[config.mk]
export PLATFORM = sky130hd
export DESIGN_NAME = rle_track_decoder_with_crc
export DESIGN_NICKNAME = d
export VERILOG_FILES = /design/src/rtdc_pkg.sv /design/src/rtdc_crc_unit.sv /design/src/rle_track_decoder_with_crc.sv
export SDC_FILE = /design/constraint.sdc
export NUM_CORES = 1
export LEC_CHECK = 0
export BUFFER_PORTS_ARGS = -buffer_cell sky130_fd_sc_hd__buf_2
export CAP_MARGIN = 15
export CORE_UTILIZATION = 56
export DETAILED_ROUTE_END_ITERATION = 8
export PLACE_DENSITY = 0.76
export SYNTH_ARGS = -nofsm -noshare
export SYNTH_HDL_FRONTEND = slang
export SYNTH_HIERARCHICAL = 1
export SYNTH_SLANG_ARGS = --single-unit
export TNS_END_PERCENT = 100
[constraint.sdc]
create_clock -name clock -period 6.1 [get_ports clock]
set_input_delay 1.22 -clock clock [delete_from_list [all_inputs] [get_ports clock]]
set_output_delay 1.22 -clock clock [all_outputs]
set_load 0.05 [all_outputs]
[src/rtdc_pkg.sv]
// Shared types, constants and the CRC table function of the run-length track decoder.
// Depends on nothing; every other file refers to it by scoped names.
package rtdc_pkg;

   localparam int BYTE_W  = 8;
   localparam int COUNT_W = 16;
   localparam int CRC_W   = 32;
   localparam int TOTAL_W = 23;

   localparam logic [CRC_W-1:0]   CRC_POLY  = 32'hEDB88320;
   localparam logic [TOTAL_W-1:0] TOTAL_MAX = 23'h7FFFFF;

   // Configuration register indexes.
   localparam logic CSR_EXPECTED_CRC = 1'b0;
   localparam logic CSR_TOTAL_BYTES  = 1'b1;

   // Where the decoder stands within a record.
   typedef enum logic [1:0] {
      PH_LEN_LO,
      PH_LEN_HI,
      PH_FILL,
      PH_LIT
   } phase_type;

   // Sequencer: take bytes, or repeat the CRC step for a run.
   typedef enum logic {
      SEQ_IDLE,
      SEQ_RUN
   } seq_state_type;

   // Control from the sequencer to the CRC unit.
   typedef struct packed {
      logic step_en;
      logic use_fill;
   } crc_ctrl_type;

   // Entry of the 64-entry reflected table of the CRC polynomial.
   function automatic logic [CRC_W-1:0] crc_table_entry(input logic [5:0] idx);
      logic [CRC_W-1:0] e;
      e = {26'd0, idx};
      for (int j = 0; j < 8; j++) begin
         e = (e >> 1) ^ (e[0] ? CRC_POLY : {CRC_W{1'b0}});
      end
      return e;
   endfunction

endpackage

[src/rtdc_crc_unit.sv]
// CRC register and its single table-driven byte step, shared by literals and run repeats.
// Depends on rtdc_pkg.
module rtdc_crc_unit (
   input  logic                      clock,
   input  logic                      reset,
   input  rtdc_pkg::crc_ctrl_type    ctrl,
   input  logic [rtdc_pkg::BYTE_W-1:0] new_byte,
   input  logic [rtdc_pkg::BYTE_W-1:0] fill_byte,
   output logic [rtdc_pkg::CRC_W-1:0]  crc,
   output logic [rtdc_pkg::CRC_W-1:0]  crc_next
);

   logic [rtdc_pkg::CRC_W-1:0]  crc_ff;
   logic [rtdc_pkg::CRC_W-1:0]  crc_in;
   logic [rtdc_pkg::BYTE_W-1:0] data_byte;

   assign data_byte = ctrl.use_fill ? fill_byte : new_byte;

   // Only the low six bits of crc xor data address the table.
   assign crc_next = rtdc_pkg::crc_table_entry(crc_ff[5:0] ^ data_byte[5:0])
                     ^ {8'd0, crc_ff[rtdc_pkg::CRC_W-1:8]};

   assign crc_in = ctrl.step_en ? crc_next : crc_ff;
   assign crc    = crc_ff;

   always_ff @(posedge clock) begin
      if (reset) begin
         crc_ff <= '0;
      end else begin
         crc_ff <= crc_in;
      end
   end

endmodule

[src/rle_track_decoder_with_crc.sv]
// Results: a literal or zero-length run result is registered in the cycle after its byte is transferred;
// a run's result is registered once the CRC unit has done all of its repeats, one repeat
// per cycle. Throughput: one byte per cycle for length and literal bytes while the result output
// does not stall; after the fill byte of a run, the input is held until its repeats are done.
// Reset: synchronous, active high; clears the record phase, totals, CRC, done flag and
// configuration (expected CRC 0, total bytes 1). Top level; depends on rtdc_pkg, rtdc_crc_unit.
module rle_track_decoder_with_crc (
   input  logic                          clock,
   input  logic                          reset,
   input  logic                          req_valid,
   output logic                          req_stall,
   input  logic [rtdc_pkg::BYTE_W-1:0]   req_in_byte,
   output logic                          rsp_valid,
   input  logic                          rsp_stall,
   output logic [rtdc_pkg::BYTE_W-1:0]   rsp_out_value,
   output logic [rtdc_pkg::COUNT_W-1:0]  rsp_out_count,
   output logic [rtdc_pkg::CRC_W-1:0]    rsp_running_crc,
   output logic [rtdc_pkg::TOTAL_W-1:0]  rsp_decoded_total,
   output logic                          rsp_finished,
   output logic                          rsp_crc_match,
   input  logic                          csr_write_en,
   input  logic                          csr_index,
   input  logic [rtdc_pkg::CRC_W-1:0]    csr_write_data
);

   rtdc_pkg::seq_state_type seq_ff, seq_in;
   rtdc_pkg::phase_type     phase_ff, phase_in;
   rtdc_pkg::crc_ctrl_type  crc_ctrl;

   logic [rtdc_pkg::BYTE_W-1:0]  len_lo_ff, len_lo_in;
   logic [rtdc_pkg::BYTE_W-1:0]  fill_ff, fill_in;
   logic [rtdc_pkg::COUNT_W-1:0] count_ff, count_in;
   logic [rtdc_pkg::COUNT_W-1:0] run_len_ff, run_len_in;
   logic [rtdc_pkg::TOTAL_W-1:0] total_ff, total_in;
   logic                         done_ff, done_in;
   logic [rtdc_pkg::CRC_W-1:0]   expected_crc_ff;
   logic [rtdc_pkg::TOTAL_W-1:0] total_bytes_ff;

   logic                          rsp_valid_ff, rsp_valid_in;
   logic [rtdc_pkg::BYTE_W-1:0]   rsp_value_ff;
   logic [rtdc_pkg::COUNT_W-1:0]  rsp_count_ff;
   logic [rtdc_pkg::CRC_W-1:0]    rsp_crc_ff;
   logic [rtdc_pkg::TOTAL_W-1:0]  rsp_total_ff;
   logic                          rsp_fin_ff;
   logic                          rsp_match_ff;

   logic                          accept;
   logic                          work;
   logic [rtdc_pkg::COUNT_W-1:0]  len_word;
   logic [rtdc_pkg::COUNT_W-1:0]  addend;
   logic [rtdc_pkg::TOTAL_W:0]    total_sum;
   logic [rtdc_pkg::TOTAL_W-1:0]  total_sat;
   logic [rtdc_pkg::CRC_W-1:0]    crc_cur;
   logic [rtdc_pkg::CRC_W-1:0]    crc_next;

   logic                          emit_en;
   logic                          emit_end;
   logic [rtdc_pkg::BYTE_W-1:0]   emit_value;
   logic [rtdc_pkg::COUNT_W-1:0]  emit_count;
   logic [rtdc_pkg::CRC_W-1:0]    emit_crc;
   logic [rtdc_pkg::TOTAL_W-1:0]  emit_total;
   logic                          emit_fin;

   // A new byte may enter while the output register is being emptied in the same cycle.
   assign accept = req_valid & ~req_stall;
   assign work   = accept & ~done_ff;

   rtdc_crc_unit u_crc (
      .clock     (clock),
      .reset     (reset),
      .ctrl      (crc_ctrl),
      .new_byte  (req_in_byte),
      .fill_byte (fill_ff),
      .crc       (crc_cur),
      .crc_next  (crc_next)
   );

   // Sequencer next state.
   always_comb begin
      seq_in = seq_ff;
      case (seq_ff)
         rtdc_pkg::SEQ_IDLE: begin
            if (work && phase_ff == rtdc_pkg::PH_FILL && count_ff != '0) begin
               seq_in = rtdc_pkg::SEQ_RUN;
            end
         end
         rtdc_pkg::SEQ_RUN: begin
            if (count_ff == 16'd1) begin
               seq_in = rtdc_pkg::SEQ_IDLE;
            end
         end
         default: seq_in = rtdc_pkg::SEQ_IDLE;
      endcase
   end

   // Sequencer outputs.
   always_comb begin
      req_stall         = rsp_valid_ff & rsp_stall;
      crc_ctrl.step_en  = 1'b0;
      crc_ctrl.use_fill = 1'b0;
      case (seq_ff)
         rtdc_pkg::SEQ_IDLE: begin
            crc_ctrl.step_en = work & (phase_ff == rtdc_pkg::PH_LIT);
         end
         rtdc_pkg::SEQ_RUN: begin
            req_stall         = 1'b1;
            crc_ctrl.step_en  = 1'b1;
            crc_ctrl.use_fill = 1'b1;
         end
         default: begin
            req_stall = 1'b1;
         end
      endcase
   end

   assign len_word  = {req_in_byte, len_lo_ff};
   assign addend    = (phase_ff == rtdc_pkg::PH_FILL) ? count_ff : 16'd1;
   assign total_sum = {1'b0, total_ff} + {8'd0, addend};
   assign total_sat = total_sum[rtdc_pkg::TOTAL_W] ? rtdc_pkg::TOTAL_MAX
                                                   : total_sum[rtdc_pkg::TOTAL_W-1:0];

   // Record decoding and result formation.
   always_comb begin
      phase_in   = phase_ff;
      len_lo_in  = len_lo_ff;
      fill_in    = fill_ff;
      count_in   = count_ff;
      total_in   = total_ff;
      emit_en    = 1'b0;
      emit_end   = 1'b0;
      emit_value = fill_ff;
      emit_count = count_ff;
      emit_crc   = crc_next;
      emit_total = total_ff;
      if (seq_ff == rtdc_pkg::SEQ_RUN) begin
         count_in = count_ff - 16'd1;
         if (count_ff == 16'd1) begin
            emit_en    = 1'b1;
            emit_end   = 1'b1;
            emit_count = run_len_ff;
         end
      end else if (work) begin
         case (phase_ff)
            rtdc_pkg::PH_LEN_LO: begin
               len_lo_in = req_in_byte;
               phase_in  = rtdc_pkg::PH_LEN_HI;
            end
            rtdc_pkg::PH_LEN_HI: begin
               // A positive length opens literals; zero or negative opens a run of -length.
               if (len_word != '0 && !len_word[rtdc_pkg::COUNT_W-1]) begin
                  count_in = len_word;
                  phase_in = rtdc_pkg::PH_LIT;
               end else begin
                  count_in = '0 - len_word;
                  phase_in = rtdc_pkg::PH_FILL;
               end
            end
            rtdc_pkg::PH_FILL: begin
               fill_in    = req_in_byte;
               total_in   = total_sat;
               phase_in   = rtdc_pkg::PH_LEN_LO;
               if (count_ff == '0) begin
                  emit_en    = 1'b1;
                  emit_end   = 1'b1;
                  emit_value = req_in_byte;
                  emit_crc   = crc_cur;
                  emit_total = total_sat;
               end
            end
            rtdc_pkg::PH_LIT: begin
               count_in   = count_ff - 16'd1;
               total_in   = total_sat;
               emit_en    = 1'b1;
               emit_end   = (count_ff == 16'd1);
               emit_value = req_in_byte;
               emit_count = 16'd1;
               emit_total = total_sat;
               if (count_ff == 16'd1) begin
                  phase_in = rtdc_pkg::PH_LEN_LO;
               end
            end
            default: phase_in = rtdc_pkg::PH_LEN_LO;
         endcase
      end
   end

   // A run result reports its full repeat count; the counter has run down by then.
   always_comb begin
      run_len_in = run_len_ff;
      if (work && phase_ff == rtdc_pkg::PH_FILL) begin
         run_len_in = count_ff;
      end
   end

   assign emit_fin = emit_end & (emit_total >= total_bytes_ff);
   assign done_in  = done_ff | (emit_en & emit_fin);

   assign rsp_valid_in = emit_en | (rsp_valid_ff & rsp_stall);

   always_ff @(posedge clock) begin
      if (reset) begin
         seq_ff          <= rtdc_pkg::SEQ_IDLE;
         phase_ff        <= rtdc_pkg::PH_LEN_LO;
         len_lo_ff       <= '0;
         count_ff        <= '0;
         total_ff        <= '0;
         done_ff         <= 1'b0;
         rsp_valid_ff    <= 1'b0;
         expected_crc_ff <= '0;
         total_bytes_ff  <= 23'd1;
      end else begin
         seq_ff       <= seq_in;
         phase_ff     <= phase_in;
         len_lo_ff    <= len_lo_in;
         count_ff     <= count_in;
         total_ff     <= total_in;
         done_ff      <= done_in;
         rsp_valid_ff <= rsp_valid_in;
         if (csr_write_en) begin
            case (csr_index)
               rtdc_pkg::CSR_EXPECTED_CRC: expected_crc_ff <= csr_write_data;
               rtdc_pkg::CSR_TOTAL_BYTES:
                  total_bytes_ff <= csr_write_data[rtdc_pkg::TOTAL_W-1:0];
               default: ;
            endcase
         end
      end
   end

   always_ff @(posedge clock) begin
      fill_ff    <= fill_in;
      run_len_ff <= run_len_in;
      if (emit_en) begin
         rsp_value_ff <= emit_value;
         rsp_count_ff <= emit_count;
         rsp_crc_ff   <= emit_crc;
         rsp_total_ff <= emit_total;
         rsp_fin_ff   <= emit_fin;
         rsp_match_ff <= emit_fin & (emit_crc == expected_crc_ff);
      end
   end

   assign rsp_valid         = rsp_valid_ff;
   assign rsp_out_value     = rsp_value_ff;
   assign rsp_out_count     = rsp_count_ff;
   assign rsp_running_crc   = rsp_crc_ff;
   assign rsp_decoded_total = rsp_total_ff;
   assign rsp_finished      = rsp_fin_ff;
   assign rsp_crc_match     = rsp_match_ff;

endmodule

Word-level counts from Yosys, hierarchy flattened
Cells that the tools add are included.
Word-level totals
  register bits: 244
  bits in latches: 0
  RAM bits: 0
  bits in read-only memories: 0
  input bits: 46
  output and inout port bits: 83
  memories kept: 0
Operators by class
  add/sub/neg operators: 3
  multipliers: 0
  div/mod/pow operators: 0
  order comparisons: 1
  equal/unequal tests: 6
  shift operators: 0
  multiplexer cells: 48
  bitwise operators: 23
  reductions and logical operators: 18
Operators with widths (count)
  32-bit two-way mux: 12
  31-bit by 32-bit XOR with 32-bit output: 7
  16-bit two-way mux: 8
  23-bit two-way mux: 4
  23-bit one-hot mux with 2 select lines: 1
  32-bit equality test: 1
  16-bit one-hot mux with 2 select lines: 1
  16-bit nonzero test: 2
  32-bit by 24-bit XOR with 32-bit output: 1
  5-bit by 32-bit XOR with 32-bit output: 1
  23-bit by 16-bit adder with 24-bit output: 1
  8-bit two-way mux: 3
  23-bit >= comparator: 1
  16-bit by 1-bit equality test with 1-bit output (second input constant): 1
  16-bit logical NOT: 1
  8-bit one-hot mux with 2 select lines: 1
  1-bit by 16-bit subtractor with 16-bit output (first input constant): 1
  16-bit by 1-bit subtractor with 16-bit output (second input constant): 1
  3-bit AND reduction: 4
  1-bit two-way mux: 11
  1-bit one-hot mux with 2 select lines: 4
  2-bit one-hot mux with 4 select lines: 1
  1-bit bitwise AND: 7
  6-bit two-way mux: 1
  14 further kinds: 23

Logic depth before layout (Yosys ltp)
Gate-level depths: netlist (run 1).
  depth after elaboration: 26
  mapped depth: 24
  depth with buffers taken out: 22

By module
Netlist (run 1), hierarchy kept.
By module, submodules not included
  rle_track_decoder_with_crc: instances 1, cells an instance 1202, area an instance 10846.7 µm², sequential area each 5295.1 µm²
  rtdc_crc_unit: instances 1, cells an instance 178, area an instance 2078.2 µm², sequential area each 640.6 µm²

Worst setup path after synthesis (run 1)
OpenSTA, ideal clock, no wires.
  kind: reg2reg
  start point: register phase_ff[0]
  end point: register rsp_match_ff, in the netlist rsp_crc_match (data pin)
  setup time: 0.256 ns
  arrival time: 4.570 ns
  required time: 5.844 ns
  slack: 1.274 ns
  stages on the path, launching flop included: 24
  buffers on the path: 4
  clock period less this slack: 4.826 ns
  cell sequence: dfxtp_1 > clkbuf_1 > nor2b_1 > clkbuf_1 > and2_1 > ha_1 > clkbuf_1 > nand3_1 > or2_2 > a211oi_1 > o41ai_2 > nor2_1 > clkbuf_1 > nor2_1 > o21ai_0 > ha_1 > o21a_1 > o211ai_1 > o21ai_0 > nand4b_1 > a31oi_1 > o211ai_1 > a21oi_1 > and4_1
Between the ends
  longest elaborated chain between the ends: 11
  elaborated cells on any way between the ends: 19
RTL lines
  from (decl): RTL line rle_track_decoder_with_crc.sv:27  | rtdc_pkg::phase_type phase_ff, phase_in;
  from (signal assigned): RTL line rle_track_decoder_with_crc.sv:203  | phase_ff <= rtdc_pkg::PH_LEN_LO;
  from (signal assigned): RTL line rle_track_decoder_with_crc.sv:213  | phase_ff <= phase_in;
  2-bit equality test: RTL line rle_track_decoder_with_crc.sv:117, rle_track_decoder_with_crc.sv:143
  16-bit two-way mux: RTL line rle_track_decoder_with_crc.sv:117  | assign addend = (phase_ff == rtdc_pkg::PH_FILL) ? count_ff : 16'd1;
  23-bit by 16-bit adder with 24-bit output: RTL line rle_track_decoder_with_crc.sv:118  | assign total_sum = {1'b0, total_ff} + {8'd0, addend};
  23-bit two-way mux: RTL line rle_track_decoder_with_crc.sv:119  | assign total_sat = total_sum[rtdc_pkg::TOTAL_W] ? rtdc_pkg::TOTAL_MAX
  23-bit two-way mux: RTL line rle_track_decoder_with_crc.sv:162  | if (count_ff == '0) begin
  23-bit one-hot mux with 2 select lines (*): RTL line rle_track_decoder_with_crc.sv:143  | case (phase_ff)
  23-bit two-way mux (*): RTL line rle_track_decoder_with_crc.sv:142  | end else if (work) begin
  23-bit two-way mux (*): RTL line rle_track_decoder_with_crc.sv:135  | if (seq_ff == rtdc_pkg::SEQ_RUN) begin
  named net emit_total (one bit): RTL line rle_track_decoder_with_crc.sv:61  | logic [rtdc_pkg::TOTAL_W-1:0] emit_total;
  23-bit >= comparator (*): RTL line rle_track_decoder_with_crc.sv:195  | assign emit_fin = emit_end & (emit_total >= total_bytes_ff);
  1-bit bitwise AND (*): RTL line rle_track_decoder_with_crc.sv:195
  named net emit_fin: RTL line rle_track_decoder_with_crc.sv:62  | logic emit_fin;
  1-bit bitwise AND (*): RTL line rle_track_decoder_with_crc.sv:239  | rsp_match_ff <= emit_fin & (emit_crc == expected_crc_ff);
  to (signal assigned): RTL line rle_track_decoder_with_crc.sv:239
  to (decl): RTL line rle_track_decoder_with_crc.sv:45  | logic rsp_match_ff;
The timed path passes the listed nets; every way through them passes the cells marked *.
A chain may end at the register's enable or synchronous reset.

Worst setup path after layout (run 1)
  start point: register phase_ff[1]
  end point: register rsp_match_ff, in the netlist rsp_crc_match (data pin)
The elaborated chain is that of the path after synthesis.

==> metrics.md, run 1 <==
| Metric | Value |
|---|---|
| Status | finished, final reports clean |
| Antenna violations before repair | 0 |
| Largest net degree at the start of global routing | between 80 and 90 |
| Worst VDD drop | 0.000205 V |
| Static Leakage | 5.98 nW |
| WL/cell | a little under 20 microns |
| Final setup vio count | 0 |
| Worst hold slack | approximately 460 ps |
| Clk_lat worst skew | approximately 550 ps |
| CTS Buf Count | 28 |
| Post-CTS Resized | 0 |
| Share of layout cells above drive strength 1 | between 15 and 20% |
| Top Ports | approximately 130 |
| Placed cell area | around 14000 sq um |
| Max_cap viols | 0 |
| Count of clock tree sinks | ~240 |
| # hold bufs at CTS | 0 |
| Fin area | 14700 sq um |
| WS Path Type | reg2reg |
| Hold WC Path Type | reg2reg |
| Synthesized area per cell | approximately 9.4 sq um |
| Max Fanout on Critical Path | 16 |
| Critical path required time | roughly 6500 ps |
| Die Height | 154 microns |
| Reg2Reg Launch Point | phase_ff[1] |
| # port buffers | ~130 |
| Seq/Total Area, Yosys | between 40% and 50% |
| Net Sw Power | ~1.3 mW |
| CORE AREA | ~23000 sq um |
| Post-route ant nets | 0 |
| EDFF count, synth | between 100 and 150 |
| CP max-delay cell | o41ai_2 |
| Synth cell types | 80 |
| Vias post-DR | about 11000 |
| Worst rel slew slack | about a fifth |
| Finished Core Util | 65.1% |
| Dpl hpwl | roughly 24 mm |
| Die area | around 24000 sq um |
| Slowest Stage Delay on Critical Path | about 600 ps |
| Period utilization | 86.8% |
| Hold EP | total_bytes_ff[3] |
| Ys async rst share | 0% |
| Gpl congestion | 0.912 |
| Sequential cell fraction of total power | 41.4% |
| Register bit total from synthesis | about 240 |
| RSZ-0062 raised after global routing | false |
| Reg2reg setup slack | 800 ps |
| Most frequent CP cell | a21oi_1 |
| Internal | 3.20 mW |
| First-pass GRT wire length | ~53 mm |
| Drt via density | between 5 and 6 |
| Crit path cell chain | nor2b_1, buf_4, nand2_1, inv_1, ha_1, a211o_1, a21oi_1, a211oi_1, o41ai_2, nor2_1, buf_4, nor2_1, a21oi_1, ha_1, nand4_1, nor3_1, a21oi_1, a21o_1, a31oi_1, o211ai_1, a21oi_1, and4_1 |
| Hold path start | total_bytes_ff[3] |
| Startpoint Class | flop |
| RR Endpoint | rsp_crc_match |
| Final Hold Vio Count | 0 |
| Iter 0 DRT Violations | about 1000 |
| Final wirelength | 34.5 mm |
| Pwr Density | 305 nW/um^2 |
| Synth-to-layout area growth | 14.0% |
| CTS clk-pin slew, worst paths | roughly 60 ps |
| Vias in the first global route | 9689 |
| Synth area leaders | edfxtp_1, dfxtp_1, nand2_1 |
| TritonRoute pass-1 iters | 7 |
| Row count | 55 |
| Synth warnings | 6 |
| Sw frac | 29.0% |
| Synth Net Count | approximately 1500 |
| Post-synth top area share | 24.4% |
| # diodes | 0 |
| Clk pwr share | between 30 and 40% |
| Initial Utilization | between 50 and 60% |
| CTS H-tree depth | 1 |
| R2r worst-path depth | 22 |
| Post-CTS setup buffers | 0 |
| Top FF cell, synth | dfxtp_1 |
| Worst clock skew | around 27 ps |
| Root buffer cell | clkbuf_16 |
| Setup_tns | 0 ps |
| Post-Synthesis Cells | 1380 |
| Worst Tran Pin Value | around 1200 ps |
| Total track usage | about 29% |
| Mapped Area | approximately 13000 sq um |
| Comb pwr share | approximately a fifth |
| Setup slack at placement | slightly below 900 ps |
| CP arrival | 5720 ps |
| TritonCTS clock tree | done |
| Max Slew Vio Count | 0 |
| Crit path time final | approximately 5300 ps |
| Fmax | between 150 and 200 MHz |
| Post-layout nets | 1572 |
| Residual DRC | 0 |
| Grt ovf | 0 |
| Clk buf depth | 3 |
| Yosys top cell by area | edfxtp_1 |
| Hold Path Stages | 2 |
| CP Capture Type | flop |
| Final setup margin | about 800 ps |
| Die width | 154 microns |
worst max path at each step:
| stage | start | end |
|---|---|---|
| 2_1_floorplan | phase_ff[0] | rsp_crc_match |
| 5_1_grt | phase_ff[1] | rsp_crc_match |
| 3_3_place_gp | phase_ff[1] | rsp_crc_match |
| 6_report | phase_ff[1] | rsp_crc_match |
| 4_1_cts | phase_ff[1] | rsp_crc_match |
| 3_5_place_dp | phase_ff[1] | rsp_crc_match |
power groups by stage:
stage | registers [mW] | clock network, mW | logic (mW)
after floorplan | 1.92 | 0 | 0.594
after detailed placement | 1.90 | 0 | 0.843
final | 1.87 | 1.77 | 0.866
after CTS | 1.86 | 1.79 | 0.852
after global placement | 1.90 | 0 | 0.830
after global routing | 1.87 | 1.87 | 0.936
metrics by stage:
step / instances / total power, mW
global placement: 1738 / 2.73
detailed placement: 1738 / 2.74
floorplan: 1380 / 2.51
global route: 1790 / 4.67
finish: 1790 / 4.50
CTS: 1790 / 4.51
cells by family (layout without fill, tap and decap cells):
| kind of cell | after synthesis | after routing | synth area share (%) |
|---|---|---|---|
| AND/OR/NAND/NOR | 498 | 498 | 17.1 |
| AO/OA/AOI/OAI | 311 | 311 | 15.2 |
| flip-flops | 244 | 244 | 45.9 |
| buffers and inverters | 137 | 262 | 4.34 |
| XOR/XNOR | 111 | 111 | 10.0 |
| adder cells (fa/ha/maj) | 43 | 43 | 4.22 |
| multiplexers | 36 | 36 | 3.18 |
cell usage after synthesis, types with 17 or more instances:
cell type	number
nand2_1	258
dfxtp_1	139
a21oi_1	122
nor2_1	117
edfxtp_1	105
inv_1	67
clkbuf_1	56
xnor2_1	53
o21ai_0	51
ha_1	42
xor2_1	32
mux2i_1	28
a211oi_1	23
nand3_1	20
nor3_1	20
and2_1	17
worst max-delay path: cells and delay by family, from the launching register on:
kind / cells / cell delay, ps
fa+ha+maj: 2 / 540
buf+inv: 3 / 530
compound gates: 10 / 2280
flops: 1 / 480
simple gates: 7 / 1370
area by class of cell:
type	instances	area, sq um
fill	1875	7910
multi-input combinational	999	6440
sequential	244	5940
clock buffer	38	832
timing repair buffer	143	756
tap	285	357
inverter	67	251
clock inverter	14	163
routing by layer:
metal | GRT usage (%) | routed length (microns) | vias up
met5 | 0 | 0 | -
met2 | 44.3 | 15400 | 462
li1 | - | - | 5036
met3 | 4.62 | 2810 | 62
met4 | 7.81 | 823 | 0
met1 | 42.0 | 15400 | 5054
registers in the layout, summed over array words and instances, names as in the netlist, 23 cells and up:
name	flops
rsp_running_crc	32
total_ff	23
total_bytes_ff	23
rsp_decoded_total	23
u_crc/crc	32
expected_crc_ff	32
placed cells by master, fill, tap and decap left out, drive strengths merged, types with 9 or more instances in the layout:
cell type  count
nand4         11
a31oi          9
nand2        258
mux2i         34
a21o          14
a22o          14
nand3         20
or2            9
xnor2         59
nor2         117
a21oi        122
xnor3         14
buf          143
dfxtp        139
inv           69
o21a          12
ha            42
o22ai         11
and2          18
o21ai         51
nor4          12
edfxtp       105
clkbuf        38
a211oi        24
nor3          20
xor2          37
Power figures use the tool's default switching activity.
==> run 2: changes to the inputs <==
BUFFER_PORTS_ARGS = -buffer_cell sky130_fd_sc_hd__buf_4   (was -buffer_cell sky130_fd_sc_hd__buf_2)
==> metrics.md, run 2 (same netlist as run 1, synthesis figures left out) <==
| Metric | Value |
|---|---|
| Static Leakage | 6.01 nW (+0.37%) |
| Status | finished, final reports clean |
| Finished Core Util | 65.7% (+0.60 points) |
| Total track usage | 28.9% (+0.057 points) |
| Period utilization | 88.1% (+1.3 points) |
| Worst clock skew | 18.6 ps (-8.36 ps) |
| Gpl congestion | 0.930 (+2.0%) |
| Post-CTS Resized | 0 (unchanged) |
| RSZ-0062 raised after global routing | false |
| Iter 0 DRT Violations | 1074 (+4.5%) |
| Vias in the first global route | 9806 (+1.2%) |
| Max Slew Vio Count | 0 (unchanged) |
| First-pass GRT wire length | 53.6 mm (+0.25%) |
| Fmax | 186 MHz (-1.4%) |
| Antenna violations before repair | 0 (unchanged) |
| WS Path Type | reg2reg |
| # diodes | 0 (unchanged) |
| TritonCTS clock tree | done |
| Final Hold Vio Count | 0 (unchanged) |
| Grt ovf | 0 (unchanged) |
| Residual DRC | 0 (unchanged) |
| Max Fanout on Critical Path | 17 (+1) |
| Pwr Density | 286 nW/um^2 (-6.5%) |
| Worst VDD drop | 0.000171 V (-16%) |
| Top Ports | 129 (unchanged) |
| Post-route ant nets | 0 (unchanged) |
| Root buffer cell | clkbuf_16 |
| WL/cell | 19.2 microns (about the same) |
| Row count | 55 (unchanged) |
| Setup slack at placement | 787 ps (-85.2 ps) |
| Worst Tran Pin Value | 1200 ps (+6.55 ps) |
| Post-CTS setup buffers | 0 (unchanged) |
| TritonRoute pass-1 iters | 6 (-1) |
| Most frequent cells in the layout | nand2_1, buf_4, dfxtp_1 |
| Initial Utilization | 57.1% (unchanged) |
| Clk_lat worst skew | 530 ps (-20 ps) |
| Die area | 23700 sq um (unchanged) |
| Clk buf depth | 3 (unchanged) |
| Share of layout cells above drive strength 1 | 14.9% (-0.58 points) |
| Setup_tns | 0 ps (unchanged) |
| CTS clk-pin slew, worst paths | 60 ps (about the same) |
| Die width | 154 microns (unchanged) |
| # port buffers | 128 (unchanged) |
| CP arrival | 5770 ps (+50 ps) |
| Dpl cells | 1735 (-0.17%) |
| Commonest non-fill, non-tap cell in the layout | nand2_1 |
| Worst rel slew slack | 19.7% (-0.44 points) |
| Layout Cells excl Fill | 1781 (-0.50%) |
| Post-layout nets | 1567 (-0.32%) |
| Final setup vio count | 0 (unchanged) |
| Die Height | 154 microns (unchanged) |
| Layout fillers | 1836 (-2.1%) |
| CTS Buf Count | 25 (-11%) |
| # hold bufs at CTS | 0 (unchanged) |
| Count of clock tree sinks | 244 (unchanged) |
| Hold Path Stages | 2 (unchanged) |
| Largest net degree at the start of global routing | 100 (+20%) |
| Dpl hpwl | 24.4 mm (+0.18%) |
| Final wirelength | 34.3 mm (-0.53%) |
| Max_cap viols | 0 (unchanged) |
| CORE AREA | 22600 sq um (unchanged) |
| Crit path time final | 5370 ps (+77.1 ps) |
| Critical path required time | 6500 ps (-20 ps) |
| Synth-to-layout area growth | 15.0% |
| CTS H-tree depth | 1 (unchanged) |
| Drt via density | 5.97 (+0.61%) |
| Final setup margin | 725 ps (-77.1 ps) |
| Startpoint Class | flop |
| Hold WC Path Type | reg2reg |
| CP Capture Type | flop |
| Worst hold slack | 453 ps (-2.39 ps) |
| Vias post-DR | 10600 (+0.10%) |
| R2r worst-path depth | 21 (-4.5%) |
-- run 2: changes by cell type in the layout (fill, tap and decap cells not counted), moves of 3 or more --
cell,change
clkbuf_8,+4
buf_4,+124
clkinv_1,-3
clkbuf_16,-6
clkbuf_1,+5
buf_2,-127
-- run 2: final timing paths --
path / startpoint / end / slack (ps)
setup / recovery: phase_ff[0] / rsp_crc_match / 730
hold / removal: total_bytes_ff[6] / total_bytes_ff[6] / 450
setup reg to reg: phase_ff[0] / rsp_crc_match / 730
hold reg to reg: total_bytes_ff[6] / total_bytes_ff[6] / 450
-- run 2: area by class of cell --
class                           count  area [sq um]  area share [%]
Tap cell                          285           357            2.40
Timing Repair Buffer              141          1080            7.25
Multi-Input combinational cell    999          6440            43.3
Clock inverter                      4          48.8           0.328
Inverter                           67           251            1.69
Clock buffer                       41           756            5.08
Sequential cell                   244          5940            39.9
-- run 2: per-layer routing --
metal / share of wire, % / routed length (microns) / global-route usage [%]
met5: 0 / 0 / 0
met4: 2.2 / 746 / 6.90
met3: 8.5 / 2920 / 4.59
met2: 45 / 15500 / 45.5
met1: 44 / 15100 / 41.5
-- run 2: stage by stage --
step / total power, mW / instance area (sq um)
2_1_floorplan: 2.51 / 12900
3_3_place_gp: 2.74 / 14000
3_5_place_dp: 2.75 / 14000
4_1_cts: 4.25 / 14800
5_1_grt: 4.41 / 14900
6_report: 4.25 / 14900
-- run 2: critical path, stage by stage, from the launching register on --
cell      delay [ps]
dfxtp_1          630
nor2b_1          100
buf_4            210
and2_1           170
ha_1             350
a2111o_1         450
o211ai_1         140
a211oi_1         130
o41ai_2          610
nor2_1           100
buf_4            220
nor2_1           250
a21oi_1          140
ha_1             320
nand4_1          140
nor3_1           270
a21oi_1          120
a21o_1           190
a31oi_1          170
o211ai_1         110
a21oi_1          220
and4_1           200
-- run 2: power breakdown --
part	leakage, nW	switching, mW	total [mW]	internal (mW)
clock network	0.396	0.618	1.50	0.883
registers	2.08	0.0785	1.87	1.79
logic	3.53	0.540	0.877	0.337
==> run 3: changes to the inputs <==
ABC_AREA = 1   (was unset)
CTS_BUF_LIST = sky130_fd_sc_hd__clkbuf_2 sky130_fd_sc_hd__clkbuf_4 sky130_fd_sc_hd__clkbuf_8   (was unset)
==> metrics.md, run 3 <==
| Metric | Value |
|---|---|
| Synth area leaders | edfxtp_1, dfxtp_1, nand2_1 |
| CORE AREA | 22800 sq um (+0.91%) |
| Worst hold slack | 472 ps (+18.4 ps) |
| Fmax | 211 MHz (+14%) |
| CP Capture Type | flop |
| Static Leakage | 6.82 nW (+14%) |
| Yosys top cell by area | edfxtp_1 |
| Initial Utilization | 57.6% (+0.48 points) |
| Synthesized area per cell | 7.83 sq um (-16%) |
| Final Hold Vio Count | 0 (unchanged) |
| Most frequent cells in the layout | nand2_1, nor2_1, o21ai_0 |
| Gpl congestion | 0.929 (about the same) |
| Startpoint Class | flop |
| Dpl hpwl | 27.1 mm (+11%) |
| Commonest non-fill, non-tap cell in the layout | nand2_1 |
| Antenna violations before repair | 0 (unchanged) |
| Synth cell types | 48 (-40%) |
| Worst Tran Pin Value | 1170 ps (-32.2 ps) |
| Reg2Reg Launch Point | phase_ff[0] |
| Max Fanout on Critical Path | 18 (+1) |
| WL/cell | 17.6 microns (-8.6%) |
| Count of clock tree sinks | 244 (unchanged) |
| Critical path required time | 6500 ps (about the same) |
| Worst clock skew | 20.6 ps (+1.91 ps) |
| # hold bufs at CTS | 0 (unchanged) |
| Final wirelength | 37.8 mm (+10%) |
| Post-CTS setup buffers | 0 (unchanged) |
| Ys async rst share | 0% (unchanged) |
| Synth-to-layout area growth | 16.0% |
| Die Height | 155 microns (+0.87%) |
| Setup_tns | 0 ps (unchanged) |
| CTS Buf Count | 42 (+68%) |
| Final setup margin | 1370 ps (+643 ps) |
| Max Slew Vio Count | 0 (unchanged) |
| Iter 0 DRT Violations | 1347 (+25%) |
| Setup slack at placement | 1410 ps (+620 ps) |
| Post-route ant nets | 0 (unchanged) |
| Hold WC Path Type | reg2reg |
| Vias in the first global route | 11000 (+12%) |
| Pwr Total | 4.50 mW (+5.9%) |
| TritonCTS clock tree | done |
| RSZ-0062 raised after global routing | false |
| CP arrival | 5140 ps (-630 ps) |
| Pwr Density | 295 nW/um^2 (+3.2%) |
| Die area | 24100 sq um (+1.7%) |
| Most frequent cells after synthesis | nand2_1, nor2_1, o21ai_0 |
| Hold EP | total_bytes_ff[4] |
| CTS H-tree depth | 2 (+1) |
| Seq/Total Area, Yosys | 45.1% (-0.80 points) |
| Synth warnings | 6 (unchanged) |
| CTS clk-pin slew, worst paths | 60 ps (about the same) |
| Drt via density | 5.61 (-6.0%) |
| Reg2reg setup slack | 1370 ps (+640 ps) |
| Most frequent cell after synthesis | nand2_1 |
| RR Endpoint | rsp_crc_match |
| # diodes | 0 (unchanged) |
| Post-layout nets | 1890 (+21%) |
| Worst rel slew slack | 21.9% (+2.1 points) |
| Largest net degree at the start of global routing | 82 (-18%) |
| Row count | 55 (unchanged) |
| Vias post-DR | 12000 (+13%) |
| R2r worst-path depth | 26 (+24%) |
| Post-CTS Resized | 0 (unchanged) |
| Total track usage | 31.5% (+2.6 points) |
| Hold path start | total_bytes_ff[4] |
| Root buffer cell | clkbuf_8 |
| WS Path Type | reg2reg |
| Final setup vio count | 0 (unchanged) |
| Hold Path Stages | 2 (unchanged) |
| Top FF cell, synth | dfxtp_1 |
| First-pass GRT wire length | 59.0 mm (+10%) |
| # port buffers | 128 (unchanged) |
| Register bit total from synthesis | 244 (unchanged) |
| Share of layout cells above drive strength 1 | 13.9% (-0.99 points) |
| TritonRoute pass-1 iters | 7 (+1) |
| Worst VDD drop | 0.000218 V (+27%) |
| Crit path time final | 4730 ps (-643 ps) |
| Fin area | 15300 sq um (+2.6%) |
| Status | finished, final reports clean |
| Post-synth top area share | 24.0% (-0.42 points) |
| Residual DRC | 0 (unchanged) |
| Clk buf depth | 3 (unchanged) |
| Post-Synthesis Cells | 1680 (+22%) |
| Mapped Area | 13200 sq um (+1.8%) |
| Clk_lat worst skew | 560 ps (+30 ps) |
| Placed cell area | 14300 sq um (+2.0%) |
| Max_cap viols | 0 (unchanged) |
| Top Ports | 129 (unchanged) |
| Synth Net Count | 1769 (+20%) |
| EDFF count, synth | 105 (unchanged) |
| Period utilization | 77.6% (-11 points) |
| Die width | 155 microns (+0.87%) |
| Grt ovf | 0 (unchanged) |
## run 3: metrics by stage
step,utilization (%),cells
finish,66.8,2146
global placement,62.7,2069
global route,66.8,2146
floorplan,-,1680
CTS,66.7,2145
detailed placement,62.7,2069
## run 3: final cells by class
| type | count | area [sq um] |
|---|---|---|
| flip-flops and latches | 244 | 5940 |
| multi-input cells | 1196 | 6270 |
| well taps | 313 | 392 |
| fillers | 1972 | 7590 |
| clock buffers | 58 | 748 |
| inverters | 178 | 676 |
| repair buffers | 139 | 1040 |
| clock inverters | 18 | 186 |
## run 3: routing by layer
metal	wire [microns]	part of all wire, %	GRT usage, %	vias to the layer above
met5	0	0	0	-
met4	865	2.3	9.90	0
met2	17000	45	50.1	536
met3	3060	8.1	4.54	70
li1	-	-	-	5828
met1	16800	45	44.4	5606
## run 3: worst max path at each step
| stage | start | endpoint | slack [ps] | cells past startpoint |
|---|---|---|---|---|
| floorplan | rsp_stall | rsp_crc_match | 1150 | 8 |
| global placement | rsp_stall | rsp_crc_match | 1560 | 18 |
| detailed placement | rsp_stall | rsp_crc_match | 1410 | 18 |
| CTS | phase_ff[0] | rsp_crc_match | 1460 | 26 |
| global route | phase_ff[0] | rsp_crc_match | 810 | 26 |
| finish | phase_ff[0] | rsp_crc_match | 1370 | 26 |
## run 3: worst max-delay path, cell delays in order, from the launching register on
cell and delay, ps:
dfxtp_1 520, inv_2 80, nand2_4 190, inv_1 90, nand2_1 70, ha_1 160
inv_1 60, fa_1 410, o21ai_0 320, nand2_1 90, nand2_1 180, a21oi_1 150
o21ai_0 460, nand2_1 100, nand2_1 80, nand3_1 110, nor2_1 120, a21oi_1 70
ha_1 330, inv_1 40, nor2_1 190, nand2_1 70, nor3b_1 250, nand4_1 130
nand4_1 100, nand2_1 90, nor2_1 120
## run 3: report_power, final
| group | switching [mW] | leakage [nW] | internal, mW | total [mW] |
|---|---|---|---|---|
| logic | 0.656 | 4.23 | 0.315 | 0.971 |
| clock network | 0.687 | 0.492 | 0.965 | 1.65 |
| registers | 0.0653 | 2.10 | 1.81 | 1.87 |
## run 3: logic make-up (layout without fill, tap and decap cells)
| kind of cell | after synthesis | in the layout | synth area share [%] |
|---|---|---|---|
| compound gates | 358 | 358 | 14.1 |
| flops | 244 | 244 | 45.1 |
| buf+inv | 240 | 393 | 7.22 |
| fa+ha+maj | 43 | 43 | 4.15 |
| xor+xnor | 65 | 65 | 5.34 |
| simple gates | 730 | 730 | 24.0 |
